[src/cpwm_pkg.sv]
`default_nettype none
package cpwm_pkg;

  localparam int SAMPLE_W  = 16;
  localparam int PHASE_W   = 16;
  localparam int AMP_W     = 15;
  localparam int CFG_W     = 16;
  localparam int CFG_IDX_W = 2;
  localparam int DIFF_W    = SAMPLE_W + 2;
  localparam int DIST_W    = CFG_W + 1;
  localparam int DIV_W     = 32;
  localparam int DIV_CNT_W = $clog2(DIV_W);
  localparam int OP_W      = 3;

  localparam logic [CFG_IDX_W-1:0] CFG_AMPLITUDE = 2'd0;
  localparam logic [CFG_IDX_W-1:0] CFG_PERIOD    = 2'd1;
  localparam logic [CFG_IDX_W-1:0] CFG_STEP      = 2'd2;
  localparam logic [CFG_IDX_W-1:0] CFG_SCALE     = 2'd3;

  localparam logic [AMP_W-1:0] AMPLITUDE_RST = 15'd4096;
  localparam logic [CFG_W-1:0] PERIOD_RST    = 16'd1000;
  localparam logic [CFG_W-1:0] STEP_RST      = 16'd1;
  localparam logic [CFG_W-1:0] SCALE_RST     = 16'd256;

  localparam logic [OP_W-1:0] OP_PHASE   = 3'd0;
  localparam logic [OP_W-1:0] OP_CARRIER = 3'd1;
  localparam logic [OP_W-1:0] OP_LEVEL_A = 3'd2;
  localparam logic [OP_W-1:0] OP_LEVEL_B = 3'd3;
  localparam logic [OP_W-1:0] OP_LEVEL_C = 3'd4;
  localparam logic [OP_W-1:0] OP_NEXT    = 3'd5;

  typedef struct packed {
    logic            load;
    logic            diff;
    logic            span;
    logic            mul;
    logic            start;
    logic            store;
    logic            emit;
    logic [OP_W-1:0] op;
  } cmd_t;

  typedef struct packed {
    logic div_done;
  } status_t;

endpackage
`default_nettype wire

[src/cpwm_if.sv]
`default_nettype none
interface cpwm_in_if;
  import cpwm_pkg::*;
  logic                       valid;
  logic                       ready;
  logic signed [SAMPLE_W-1:0] voltage_a;
  logic signed [SAMPLE_W-1:0] voltage_b;
  logic signed [SAMPLE_W-1:0] voltage_c;
  modport source(output valid, voltage_a, voltage_b, voltage_c, input ready);
  modport sink(input valid, voltage_a, voltage_b, voltage_c, output ready);
endinterface

interface cpwm_out_if;
  import cpwm_pkg::*;
  logic                       valid;
  logic                       ready;
  logic                       switch_a;
  logic                       switch_b;
  logic                       switch_c;
  logic signed [SAMPLE_W-1:0] carrier_value;
  modport source(output valid, switch_a, switch_b, switch_c, carrier_value, input ready);
  modport sink(input valid, switch_a, switch_b, switch_c, carrier_value, output ready);
endinterface
`default_nettype wire

[src/carrier_pwm_min_max_injection.sv]
// each accepted item is carried through to its result before the next item is accepted
// work per item: six 32-step divisions in turn on one shared divider
// a new item is taken while the previous result still waits in the output register
// reset: synchronous, active high; restores register defaults and clears the carrier phase
`default_nettype none
module carrier_pwm_min_max_injection
  import cpwm_pkg::*;
(
  input  wire logic                 clk,
  input  wire logic                 rst,
  cpwm_in_if.sink                   in_ch,
  cpwm_out_if.source                out_ch,
  input  wire logic                 cfg_we,
  input  wire logic [CFG_IDX_W-1:0] cfg_index,
  input  wire logic [CFG_W-1:0]     cfg_data
);

  cmd_t    cmd;
  status_t status;

  cpwm_ctrl u_ctrl (
    .clk      (clk),
    .rst      (rst),
    .in_valid (in_ch.valid),
    .in_ready (in_ch.ready),
    .out_valid(out_ch.valid),
    .out_ready(out_ch.ready),
    .status   (status),
    .cmd      (cmd)
  );

  cpwm_datapath u_datapath (
    .clk          (clk),
    .rst          (rst),
    .cmd          (cmd),
    .status       (status),
    .cfg_we       (cfg_we),
    .cfg_index    (cfg_index),
    .cfg_data     (cfg_data),
    .voltage_a    (in_ch.voltage_a),
    .voltage_b    (in_ch.voltage_b),
    .voltage_c    (in_ch.voltage_c),
    .switch_a     (out_ch.switch_a),
    .switch_b     (out_ch.switch_b),
    .switch_c     (out_ch.switch_c),
    .carrier_value(out_ch.carrier_value)
  );

endmodule
`default_nettype wire

[src/cpwm_div.sv]
`default_nettype none
module cpwm_div
  import cpwm_pkg::*;
(
  input  wire logic             clk,
  input  wire logic             rst,
  input  wire logic             start,
  input  wire logic [DIV_W-1:0] dividend,
  input  wire logic [CFG_W-1:0] divisor,
  output logic                  done,
  output logic      [DIV_W-1:0] quotient,
  output logic      [CFG_W-1:0] remainder
);

  logic                 busy;
  logic [DIV_CNT_W-1:0] cnt;
  logic [CFG_W:0]       rem;
  logic [DIV_W-1:0]     quo;
  logic [CFG_W:0]       trial;
  logic [CFG_W:0]       trial_sub;
  logic                 fits;

  always_comb begin
    trial     = {rem[CFG_W-1:0], quo[DIV_W-1]};
    fits      = trial >= {1'b0, divisor};
    trial_sub = trial - {1'b0, divisor};
  end

  always_ff @(posedge clk) begin
    if (rst) begin
      busy <= 1'b0;
      done <= 1'b0;
      cnt  <= '0;
    end else begin
      done <= 1'b0;
      if (start) begin
        busy <= 1'b1;
        cnt  <= '0;
      end else if (busy) begin
        cnt <= cnt + 1'b1;
        if (cnt == DIV_CNT_W'(DIV_W - 1)) begin
          busy <= 1'b0;
          done <= 1'b1;
        end
      end
    end
  end

  always_ff @(posedge clk) begin
    if (start) begin
      quo <= dividend;
      rem <= '0;
    end else if (busy) begin
      quo <= {quo[DIV_W-2:0], fits};
      rem <= fits ? trial_sub : trial;
    end
  end

  assign quotient  = quo;
  assign remainder = rem[CFG_W-1:0];

endmodule
`default_nettype wire

[src/cpwm_datapath.sv]
`default_nettype none
module cpwm_datapath
  import cpwm_pkg::*;
(
  input  wire logic                       clk,
  input  wire logic                       rst,
  input  wire cmd_t                       cmd,
  output status_t                         status,
  input  wire logic                       cfg_we,
  input  wire logic       [CFG_IDX_W-1:0] cfg_index,
  input  wire logic       [CFG_W-1:0]     cfg_data,
  input  wire logic signed [SAMPLE_W-1:0] voltage_a,
  input  wire logic signed [SAMPLE_W-1:0] voltage_b,
  input  wire logic signed [SAMPLE_W-1:0] voltage_c,
  output logic                            switch_a,
  output logic                            switch_b,
  output logic                            switch_c,
  output logic signed [SAMPLE_W-1:0]      carrier_value
);

  localparam logic [SAMPLE_W-1:0] LVL_MAX = {1'b0, {(SAMPLE_W-1){1'b1}}};
  localparam logic [SAMPLE_W-1:0] LVL_MIN = {1'b1, {(SAMPLE_W-1){1'b0}}};

  logic [AMP_W-1:0]   amplitude;
  logic [CFG_W-1:0]   period;
  logic [CFG_W-1:0]   step;
  logic [CFG_W-1:0]   scale;
  logic [PHASE_W-1:0] phase;

  logic signed [SAMPLE_W-1:0] va, vb, vc;
  logic signed [DIFF_W-1:0]   diff_a, diff_b, diff_c;
  logic [CFG_W-1:0]           t;
  logic [DIST_W-1:0]          span;
  logic [DIV_W-1:0]           prod;
  logic [SAMPLE_W-1:0]        car;
  logic                       sw_a, sw_b, sw_c;

  logic signed [SAMPLE_W-1:0] mx, mn;
  logic signed [SAMPLE_W:0]   cm_sum;
  logic signed [SAMPLE_W:0]   cm;
  logic signed [DIFF_W-1:0]   diff_sel;
  logic [DIFF_W-1:0]          mag;
  logic [CFG_W:0]             next_sum;
  logic [CFG_W+2:0]           four_t;
  logic signed [CFG_W+2:0]    u_raw, u, d_raw, d_abs;
  logic [DIV_W-1:0]           dividend;
  logic [CFG_W-1:0]           divisor;
  logic [DIV_W-1:0]           quo;
  logic [CFG_W-1:0]           rem;
  logic                       div_done;
  logic [SAMPLE_W-1:0]        lvl;
  logic [SAMPLE_W-1:0]        car_next;
  logic                       lvl_ge;

  cpwm_div u_div (
    .clk      (clk),
    .rst      (rst),
    .start    (cmd.start),
    .dividend (dividend),
    .divisor  (divisor),
    .done     (div_done),
    .quotient (quo),
    .remainder(rem)
  );

  assign status.div_done = div_done;

  always_comb begin
    mx = va;
    mn = va;
    if (vb > mx) mx = vb;
    if (vc > mx) mx = vc;
    if (vb < mn) mn = vb;
    if (vc < mn) mn = vc;
    cm_sum = {mx[SAMPLE_W-1], mx} + {mn[SAMPLE_W-1], mn};
    cm     = cm_sum >>> 1;
  end

  always_comb begin
    unique case (cmd.op)
      OP_LEVEL_A: diff_sel = diff_a;
      OP_LEVEL_B: diff_sel = diff_b;
      default:    diff_sel = diff_c;
    endcase
    mag      = diff_sel[DIFF_W-1] ? DIFF_W'(-diff_sel) : DIFF_W'(diff_sel);
    next_sum = {1'b0, t} + {1'b0, step};
  end

  always_comb begin
    four_t = {1'b0, t, 2'b00};
    u_raw  = $signed(four_t) - $signed({3'b000, period});
    u      = (u_raw < 0) ? u_raw + $signed({1'b0, period, 2'b00}) : u_raw;
    d_raw  = u - $signed({2'b00, period, 1'b0});
    d_abs  = (d_raw < 0) ? -d_raw : d_raw;
  end

  always_comb begin
    unique case (cmd.op)
      OP_PHASE:   dividend = DIV_W'(phase);
      OP_CARRIER: dividend = prod;
      OP_LEVEL_A, OP_LEVEL_B, OP_LEVEL_C: dividend = DIV_W'({mag, 8'h00});
      OP_NEXT:    dividend = DIV_W'(next_sum);
      default:    dividend = '0;
    endcase
    divisor = (cmd.op == OP_LEVEL_A || cmd.op == OP_LEVEL_B || cmd.op == OP_LEVEL_C)
              ? scale : period;
  end

  always_comb begin
    if (scale == '0) begin
      if (diff_sel == '0)              lvl = '0;
      else if (diff_sel[DIFF_W-1])     lvl = LVL_MIN;
      else                             lvl = LVL_MAX;
    end else if (diff_sel[DIFF_W-1]) begin
      if (quo > DIV_W'(2**(SAMPLE_W-1))) lvl = LVL_MIN;
      else                               lvl = '0 - quo[SAMPLE_W-1:0];
    end else begin
      if (quo > DIV_W'(2**(SAMPLE_W-1) - 1)) lvl = LVL_MAX;
      else                                   lvl = quo[SAMPLE_W-1:0];
    end
    lvl_ge = $signed(lvl) >= $signed(car);
    if (period == '0) car_next = '0 - {1'b0, amplitude};
    else              car_next = quo[SAMPLE_W-1:0] - {1'b0, amplitude};
  end

  always_ff @(posedge clk) begin
    if (rst) begin
      amplitude <= AMPLITUDE_RST;
      period    <= PERIOD_RST;
      step      <= STEP_RST;
      scale     <= SCALE_RST;
      phase     <= '0;
    end else begin
      if (cfg_we) begin
        unique case (cfg_index)
          CFG_AMPLITUDE: amplitude <= cfg_data[AMP_W-1:0];
          CFG_PERIOD:    period    <= cfg_data;
          CFG_STEP:      step      <= cfg_data;
          CFG_SCALE:     scale     <= cfg_data;
        endcase
      end
      if (cmd.store && cmd.op == OP_NEXT) begin
        phase <= (period == '0) ? '0 : PHASE_W'(rem);
      end
    end
  end

  always_ff @(posedge clk) begin
    if (cmd.load) begin
      va <= voltage_a;
      vb <= voltage_b;
      vc <= voltage_c;
    end
    if (cmd.diff) begin
      diff_a <= {{2{va[SAMPLE_W-1]}}, va} - {cm[SAMPLE_W], cm};
      diff_b <= {{2{vb[SAMPLE_W-1]}}, vb} - {cm[SAMPLE_W], cm};
      diff_c <= {{2{vc[SAMPLE_W-1]}}, vc} - {cm[SAMPLE_W], cm};
    end
    if (cmd.span) begin
      span <= DIST_W'(d_abs);
    end
    if (cmd.mul) begin
      prod <= {{(DIV_W-AMP_W){1'b0}}, amplitude} * {{(DIV_W-DIST_W){1'b0}}, span};
    end
    if (cmd.store) begin
      unique case (cmd.op)
        OP_PHASE:   t    <= (period == '0) ? '0 : rem;
        OP_CARRIER: car  <= car_next;
        OP_LEVEL_A: sw_a <= lvl_ge;
        OP_LEVEL_B: sw_b <= lvl_ge;
        OP_LEVEL_C: sw_c <= lvl_ge;
        default: ;
      endcase
    end
    if (cmd.emit) begin
      switch_a      <= sw_a;
      switch_b      <= sw_b;
      switch_c      <= sw_c;
      carrier_value <= car;
    end
  end

endmodule
`default_nettype wire

[src/cpwm_ctrl.sv]
`default_nettype none
module cpwm_ctrl
  import cpwm_pkg::*;
(
  input  wire logic    clk,
  input  wire logic    rst,
  input  wire logic    in_valid,
  output logic         in_ready,
  output logic         out_valid,
  input  wire logic    out_ready,
  input  wire status_t status,
  output cmd_t         cmd
);

  localparam logic [2:0] S_IDLE  = 3'd0;
  localparam logic [2:0] S_PREP  = 3'd1;
  localparam logic [2:0] S_START = 3'd2;
  localparam logic [2:0] S_WAIT  = 3'd3;
  localparam logic [2:0] S_DIST  = 3'd4;
  localparam logic [2:0] S_MUL   = 3'd5;
  localparam logic [2:0] S_FIN   = 3'd6;

  logic [2:0]      state, state_next;
  logic [OP_W-1:0] op, op_next;
  logic            out_free;

  assign out_free = !out_valid || out_ready;
  assign in_ready = (state == S_IDLE);

  always_comb begin
    state_next = state;
    op_next    = op;
    cmd        = '0;
    cmd.op     = op;
    unique case (state)
      S_IDLE: begin
        if (in_valid) begin
          cmd.load   = 1'b1;
          state_next = S_PREP;
        end
      end
      S_PREP: begin
        cmd.diff   = 1'b1;
        op_next    = OP_PHASE;
        state_next = S_START;
      end
      S_START: begin
        cmd.start  = 1'b1;
        state_next = S_WAIT;
      end
      S_WAIT: begin
        if (status.div_done) begin
          cmd.store = 1'b1;
          if (op == OP_PHASE) begin
            state_next = S_DIST;
          end else if (op == OP_NEXT) begin
            state_next = S_FIN;
          end else begin
            op_next    = op + 1'b1;
            state_next = S_START;
          end
        end
      end
      S_DIST: begin
        cmd.span   = 1'b1;
        state_next = S_MUL;
      end
      S_MUL: begin
        cmd.mul    = 1'b1;
        op_next    = OP_CARRIER;
        state_next = S_START;
      end
      S_FIN: begin
        if (out_free) begin
          cmd.emit   = 1'b1;
          state_next = S_IDLE;
        end
      end
      default: state_next = S_IDLE;
    endcase
  end

  always_ff @(posedge clk) begin
    if (rst) begin
      state     <= S_IDLE;
      op        <= OP_PHASE;
      out_valid <= 1'b0;
    end else begin
      state <= state_next;
      op    <= op_next;
      if (cmd.emit)      out_valid <= 1'b1;
      else if (out_ready) out_valid <= 1'b0;
    end
  end

endmodule
`default_nettype wire

[src/flat_wrapper.sv]
// flat-port wrapper written by rule: the top's interface ports become plain ports
module carrier_pwm_min_max_injection_flat import cpwm_pkg::*;
  (clk, rst, cfg_we, cfg_index, cfg_data, in_ch_valid, in_ch_voltage_a, in_ch_voltage_b, in_ch_voltage_c, in_ch_ready, out_ch_valid, out_ch_switch_a, out_ch_switch_b, out_ch_switch_c, out_ch_carrier_value, out_ch_ready);
  cpwm_in_if in_ch_i ();
  cpwm_out_if out_ch_i ();
  input  wire logic clk;
  input  wire logic rst;
  input  wire logic cfg_we;
  input  wire logic [CFG_IDX_W-1:0] cfg_index;
  input  wire logic [CFG_W-1:0] cfg_data;
  input wire logic [$bits(in_ch_i.valid)-1:0] in_ch_valid;
  input wire logic [$bits(in_ch_i.voltage_a)-1:0] in_ch_voltage_a;
  input wire logic [$bits(in_ch_i.voltage_b)-1:0] in_ch_voltage_b;
  input wire logic [$bits(in_ch_i.voltage_c)-1:0] in_ch_voltage_c;
  output wire logic [$bits(in_ch_i.ready)-1:0] in_ch_ready;
  output wire logic [$bits(out_ch_i.valid)-1:0] out_ch_valid;
  output wire logic [$bits(out_ch_i.switch_a)-1:0] out_ch_switch_a;
  output wire logic [$bits(out_ch_i.switch_b)-1:0] out_ch_switch_b;
  output wire logic [$bits(out_ch_i.switch_c)-1:0] out_ch_switch_c;
  output wire logic [$bits(out_ch_i.carrier_value)-1:0] out_ch_carrier_value;
  input wire logic [$bits(out_ch_i.ready)-1:0] out_ch_ready;
  assign in_ch_i.valid = in_ch_valid;
  assign in_ch_i.voltage_a = in_ch_voltage_a;
  assign in_ch_i.voltage_b = in_ch_voltage_b;
  assign in_ch_i.voltage_c = in_ch_voltage_c;
  assign in_ch_ready = in_ch_i.ready;
  assign out_ch_valid = out_ch_i.valid;
  assign out_ch_switch_a = out_ch_i.switch_a;
  assign out_ch_switch_b = out_ch_i.switch_b;
  assign out_ch_switch_c = out_ch_i.switch_c;
  assign out_ch_carrier_value = out_ch_i.carrier_value;
  assign out_ch_i.ready = out_ch_ready;
  carrier_pwm_min_max_injection u_core (.clk(clk), .rst(rst), .in_ch(in_ch_i), .out_ch(out_ch_i), .cfg_we(cfg_we), .cfg_index(cfg_index), .cfg_data(cfg_data));
endmodule
[config.mk]
export PLATFORM = sky130hd
export DESIGN_NAME = carrier_pwm_min_max_injection_flat
export DESIGN_NICKNAME = d
export VERILOG_FILES = /design/src/cpwm_pkg.sv /design/src/cpwm_if.sv /design/src/carrier_pwm_min_max_injection.sv /design/src/cpwm_div.sv /design/src/cpwm_datapath.sv /design/src/cpwm_ctrl.sv /design/src/flat_wrapper.sv
export SDC_FILE = /design/constraint.sdc
export NUM_CORES = 2
export LEC_CHECK = 0
export BUFFER_PORTS_ARGS = -buffer_cell sky130_fd_sc_hd__buf_2
export CAP_MARGIN = 15
export CORE_UTILIZATION = 50
export DETAILED_ROUTE_END_ITERATION = 10
export GPL_ROUTABILITY_DRIVEN = 0
export PLACE_DENSITY = 0.77
export SKIP_LAST_GASP = 1
export SLEW_MARGIN = 15
export SYNTH_ARGS = -nofsm -noshare
export SYNTH_HDL_FRONTEND = slang
export SYNTH_SLANG_ARGS = --single-unit
export TNS_END_PERCENT = 100
[constraint.sdc]
create_clock -name clk -period 10.3 [get_ports clk]
set_input_delay 1.545 -clock clk [delete_from_list [all_inputs] [get_ports clk]]
set_output_delay 1.545 -clock clk [all_outputs]
set_load 0.03 [all_outputs]
## Word level (Yosys, flattened, before mapping)

Index checks and enable logic that the tools add are counted.

| cells by class | value |
|---|---|
| add/sub/neg operators | 16 |
| $mul | 1 |
| $lt $le $gt $ge | 10 |
| equality and inequality tests | 20 |
| multiplexer cells | 47 |
| bitwise logic cells | 1 |
| reduce and logical (&&, ||, !) cells | 29 |

Operator list:

| kind | number |
|---|---|
| two-way mux 16 bit | 14 |
| one-hot mux 32 bit (4 select lines) | 1 |
| two-way mux 32 bit | 2 |
| subtractor 16 x 16 -> 17 bit | 3 |
| < comparator 19 x 1 -> 1 bit (second input constant) | 2 |
| one-hot mux 18 bit (2 select lines) | 1 |
| adder 16 x 16 -> 17 bit | 2 |
| greater-than comparator 16 bit | 2 |
| greater-than comparator 32 x 15 -> 1 bit (second input constant) | 1 |
| greater-than comparator 32 x 16 -> 1 bit (second input constant) | 1 |
| logical NOT 16 bit | 2 |
| < comparator 16 bit | 2 |
| multiplier 15 x 17 -> 32 bit | 1 |
| two-way mux 3 bit | 8 |
| adder 19 bit | 1 |
| two-way mux 19 bit | 1 |
| subtractor 18 x 16 -> 19 bit | 1 |
| subtractor 19 x 18 -> 19 bit | 1 |
| logical NOT 18 bit | 1 |
| two-way mux 18 bit | 1 |
| negator 18 bit | 1 |
| one-hot mux 3 bit (6 select lines) | 1 |
| AND reduction 2 bit | 9 |
| greater-or-equal comparator 17 x 16 -> 1 bit | 1 |
| 30 further kinds | 64 |

| storage, ports and cells | value |
|---|---|
| register bits | 346 |
| word-level logic and storage cells | 154 |

## Longest topological paths before layout

| depth | value |
|---|---|
| word-level depth | 7 |
| depth in mapped cells | 42 |
| depth with buffers taken out | 37 |

## By module

From an unflattened synthesis, not the netlist that was laid out.

| second synthesis, totals | value |
|---|---|
| cells, all modules | 3410 |
| area, all modules | 31435.1 µm² |

Modules (own cells, without submodules):

| module | instances | cells an instance | area an instance (µm²) |
|---|---|---|---|
| cpwm_datapath | 1 | 3040 | 27744.1 |
| cpwm_div | 1 | 308 | 3191.8 |
| cpwm_ctrl | 1 | 62 | 499.2 |

## Least setup slack after synthesis

Ideal clock, no wire load.

| path | value |
|---|---|
| path type | register -> register |
| start point | reg u_core.u_datapath.va[8] |
| end point | reg u_core.u_datapath.diff_b[15], data pin |
| library setup time | 0.258 ns |
| arrival time | 8.520 ns |
| slack | 1.522 ns |
| stages on the path, launching flop included | 35 |
| buffers on the path | 4 |
| clock period less this slack | 8.778 ns |
| cell sequence | edfxtp_1 clkbuf_1 inv_1 ha_1 nand2_1 or4_4 a2bb2oi_2 nand2_2 mux2_4 clkbuf_1 clkbuf_1 a21oi_1 ha_1 nand2_1 or4_1 o31a_1 o31ai_2 clkbuf_1 a21oi_1 fa_1 xnor2_1 ha_1 a21o_1 a21o_1 a21oi_1 o21bai_1 a21o_1 a21oi_1 maj3_1 a222oi_1 o41a_1 maj3_2 maj3_2 a31oi_1 xnor2_1 |

| between the ends | value |
|---|---|
| cells in the longest elaborated chain, start to end | 6 |

Ends and longest elaborated chain:

| item | line | RTL |
|---|---|---|
| start: declaration | cpwm_datapath.sv:30 | `logic signed [SAMPLE_W-1:0] va, vb, vc;` |
| start signal: assignment | cpwm_datapath.sv:150 | `va <= voltage_a;` |
| greater-than comparator 16 bit / < comparator 16 bit (equally long branches) | cpwm_datapath.sv:71, cpwm_datapath.sv:73 |  |
| two-way mux 16 bit, on equally long branches | cpwm_datapath.sv:71, cpwm_datapath.sv:73 |  |
| greater-than comparator 16 bit / < comparator 16 bit (equally long branches) | cpwm_datapath.sv:72, cpwm_datapath.sv:74 |  |
| two-way mux 16 bit, on equally long branches | cpwm_datapath.sv:72, cpwm_datapath.sv:74 |  |
| adder 16 x 16 -> 17 bit (*) | cpwm_datapath.sv:75 | `cm_sum = {mx[SAMPLE_W-1], mx} + {mn[SAMPLE_W-1], mn};` |
| subtractor 16 x 16 -> 17 bit (*) | cpwm_datapath.sv:156 | `diff_b <= {{2{vb[SAMPLE_W-1]}}, vb} - {cm[SAMPLE_W], cm};` |
| end signal: assignment | cpwm_datapath.sv:156 |  |
| end: declaration | cpwm_datapath.sv:31 | `logic signed [DIFF_W-1:0] diff_a, diff_b, diff_c;` |

Every way passes the cells marked *; elsewhere a longest branch is shown, timed or not.
A chain may end at the register's enable or synchronous reset.

## Worst setup path in the final report

| path | value |
|---|---|
| start point | reg u_core.u_datapath.vb[15] |
| end point | reg u_core.u_datapath.diff_b[15], data pin |

| between the ends | value |
|---|---|
| cells in the longest elaborated chain, start to end | 6 |

Ends and longest elaborated chain:

| item | line | RTL |
|---|---|---|
| start: declaration | cpwm_datapath.sv:30 |  |
| start signal: assignment | cpwm_datapath.sv:151 | `vb <= voltage_b;` |
| greater-than comparator 16 bit / < comparator 16 bit (equally long branches) | cpwm_datapath.sv:71, cpwm_datapath.sv:73 |  |
| two-way mux 16 bit, on equally long branches | cpwm_datapath.sv:71, cpwm_datapath.sv:73 |  |
| greater-than comparator 16 bit / < comparator 16 bit (equally long branches) | cpwm_datapath.sv:72, cpwm_datapath.sv:74 |  |
| two-way mux 16 bit, on equally long branches | cpwm_datapath.sv:72, cpwm_datapath.sv:74 |  |
| adder 16 x 16 -> 17 bit | cpwm_datapath.sv:75 |  |
| subtractor 16 x 16 -> 17 bit (*) | cpwm_datapath.sv:156 |  |

Marks and branches as above.

==> results.md <==
* Status: complete, no violations
* Synth async-reset ratio at 0%
* Power Internal at 4400 uW
* DRT iter0 DRCs at 2254
* Leakage at 0.0146 uW
* FF+latch count, synth at 343
* Period minus WS final at 9.51 ns
* Number of synthesized flops with an enable pin at 234
* Detailed placement HPWL at 60.4 mm
* YS warnings at 0
* Reg clk slew, reported paths at 0.06 ns
* Setup violators final at 0
* Grt ovf at 0
* RSZ-0062 raised after global routing: no
* Prevailing post-synth register cell: edfxtp_1
* Slowest Stage Delay on Critical Path at 0.71 ns
* Slew HR at 19.0%
* Synthesized cell area at 0.0309 mm2
* TNS Setup at 0 ns
* Setup crit start kind: flop
* Critical-path maximum fanout at 20
* Slowest cell on the critical path: xnor2_1
* TritonRoute pass-1 iters at 6
* Chip width at 251 um
* Clock share of power at 19.2%
* I/O Buffers at 91
* Wirelength per Cell at 18.6 um
* Switching fraction of total power at 40.8%
* Worst skew pair latency at 0.58 ns
* Syn Area/Cell at 9.14 um2
* Core ar. at 0.0607 mm2
* Ranking of synthesized cells by area: edfxtp_1 (23%), fa_1 (13%), ha_1 (12%), dfxtp_1 (7.1%), nand2_1 (5.6%)
* Cell Area, Placed at 0.0322 mm2
* Area grow syn2layout at 8.18%
* Most common cell in the netlist: nand2_1
* Crit share post-route at 92.3%
* Post-synth top area cell: edfxtp_1
* Syn_nets at 3964
* Syn Inst Count at 3384
* Sequential element share of the synthesized area at 29.8%
* Share of post-route cells with drive strength above 1 at 7.09%
* Final Cell Area at 0.0335 mm2
* Clk sinks at 343
* Via density per instance at 5.81
* Vias in the first global route at 23557
* Reg power frac at 27.1%
* CTS tree: built
* IO Count at 92
* Pre-CTS setup slack at 0.858 ns
* Final Hold Fails at 0
* Net switching power at 3040 uW
* Synth top cells by count: nand2_1 (463), inv_1 (348), ha_1 (307)
* First-pass GRT wire length at 126 mm
* DRC violations left at 0
* Final Max Tran Viols at 0
* CP required at 10.62 ns
* CTS Root Cell: clkbuf_16
* Yosys cell types at 86
* Via total after detailed routing at 24549
* Top-area cell type share of the netlist area at 22.7%
* Antenna Nets Post-Route at 0
* Largest net degree at the start of global routing at 89
* All-Layer GR Usage at 25.2%
* Fmax at 105 MHz
* H-tree depth at 2
* Gate power share at 53.7%
* WS Path Type: reg2reg
* Number of max-cap violations at 0
* Longest Clk Path Bufs at 3
* Slew @ Worst Pin at 1.21 ns
* CTS Buf Count at 38
* Die H at 251 um
* Cell Rows at 90
* Power density cells at 222 mW/mm2
* VDD IR max at 0.000276 V
* Post-Route WL at 78.7 mm
* Final net count at 3993
* Initial Util at 51.0%
* Die area at 0.0629 mm2
* Antenna violations before repair at 2
* Worst Clk Skew at 0.0377 ns
* Worst min path class: reg2reg
* CP Capture Type: flop
* Worst setup margin at 0.795 ns
* CP Data Arrival Time at 9.83 ns
-- metal layers --
| metal | routed length [um] | vias to the layer above | global-route usage [%] |
|---|---|---|---|
| met4 | 2680 | 2 | 8.61 |
| met3 | 5420 | 164 | 3.77 |
| met1 | 33900 | 11821 | 33.9 |
| met2 | 36700 | 886 | 41.5 |
| met5 | 13 | - | 0 |
| li1 | - | 11676 | - |
-- power by group through the flow --
stage	Sequential (uW)	Combinational (uW)	Clock, uW
2_1_floorplan	1990	3100	0
3_3_place_gp	2040	3850	0
3_5_place_dp	2040	3910	0
4_1_cts	2020	3950	1440
5_1_grt	2040	4430	1490
6_report	2020	4000	1430
-- metrics by stage --
step	hold slack, ns	std cells	utilization (%)	total power (uW)
2_1_floorplan	0.400	3384	-	5080
3_3_place_gp	0.411	4155	53.0	5890
3_5_place_dp	0.412	4155	53.0	5960
4_1_cts	0.425	4225	55.1	7410
5_1_grt	0.436	4225	55.1	7960
6_report	0.423	4226	55.1	7440
-- cell usage in the layout, fill, tap and decap left out, types with 10 or more instances in the layout --
| master | n |
|---|---|
| nor3_1 | 37 |
| nand3_1 | 41 |
| a31oi_1 | 16 |
| a211oi_1 | 10 |
| a22oi_1 | 30 |
| xor2_1 | 47 |
| o21bai_1 | 29 |
| a22o_1 | 10 |
| a211o_1 | 14 |
| buf_2 | 91 |
| nor2b_1 | 37 |
| and3_1 | 21 |
| a21o_1 | 42 |
| buf_4 | 28 |
| clkbuf_16 | 41 |
| nand4_1 | 21 |
| o31ai_1 | 11 |
| a21boi_0 | 27 |
| o21ai_0 | 134 |
| or3_1 | 18 |
| nor4_1 | 16 |
| mux2_2 | 13 |
| nand2_1 | 463 |
| nor2_1 | 204 |
| nand2b_1 | 26 |
| edfxtp_1 | 234 |
| and2_1 | 135 |
| o21a_1 | 18 |
| mux2i_1 | 62 |
| a222oi_1 | 13 |
| fa_1 | 202 |
| dfxtp_1 | 109 |
| o211ai_1 | 11 |
| xnor2_1 | 143 |
| inv_1 | 348 |
| ha_1 | 307 |
| a21oi_1 | 268 |
-- worst max-delay path, delay by kind of cell (launching register included) --
kind	cells	cell delay [ns]
compound gates	15	2.94
xor+xnor	2	0.80
fa+ha+maj	7	2.66
buf+inv	1	0.27
flops	1	0.44
mux	1	0.46
simple gates	6	1.65
-- logic make-up after synthesis --
kind of cell / Yosys count / synth area share, %
fa+ha+maj: 520 / 25.8
buf+inv: 480 / 5.84
mux: 77 / 2.57
compound gates: 697 / 14.2
simple gates: 1076 / 16.3
xor+xnor: 191 / 5.41
flops: 343 / 29.8
-- timing repair --
action                     CTS  global route
hold buffers                 0             0
gates resized for setup      0             2
buffers inserted             0             0
setup endpoints to repair    0             3
-- area by class of cell --
cell class                      count  area (um2)
Clock inverter                     23         235
Tap cell                          782         978
Multi-Input combinational cell   2561       20000
Antenna cell                        1        2.50
Sequential cell                   343        9210
Fill cell                        5312       27200
Clock buffer                       47        1070
Inverter                          349        1310
Timing Repair Buffer              120         686
-- flip-flops by register name (all words and copies together), names as in the netlist, 17 cells and up --
register and cells:
u_core.u_datapath.prod 32, u_core.u_datapath.u_div.quotient 32, u_core.u_datapath.span 17, u_core.u_datapath.diff_a 17
u_core.u_datapath.diff_c 17, u_core.u_datapath.diff_b 17
-- path summary, 6_finish.rpt --
path,start,to,slack [ns],depth (start not counted)
min,u_core.u_datapath.sw_b$_DFFE_PP_,u_core.u_datapath.switch_b$_DFFE_PP_,0.42,0
max reg2reg,u_core.u_datapath.vb[15]$_DFFE_PP_,u_core.u_datapath.diff_b[15]$_DFFE_PN_,0.79,32
max,u_core.u_datapath.vb[15]$_DFFE_PP_,u_core.u_datapath.diff_b[15]$_DFFE_PN_,0.79,32
min reg2reg,u_core.u_datapath.sw_b$_DFFE_PP_,u_core.u_datapath.switch_b$_DFFE_PP_,0.42,0
No activity file was read; power rests on OpenSTA's default activity.
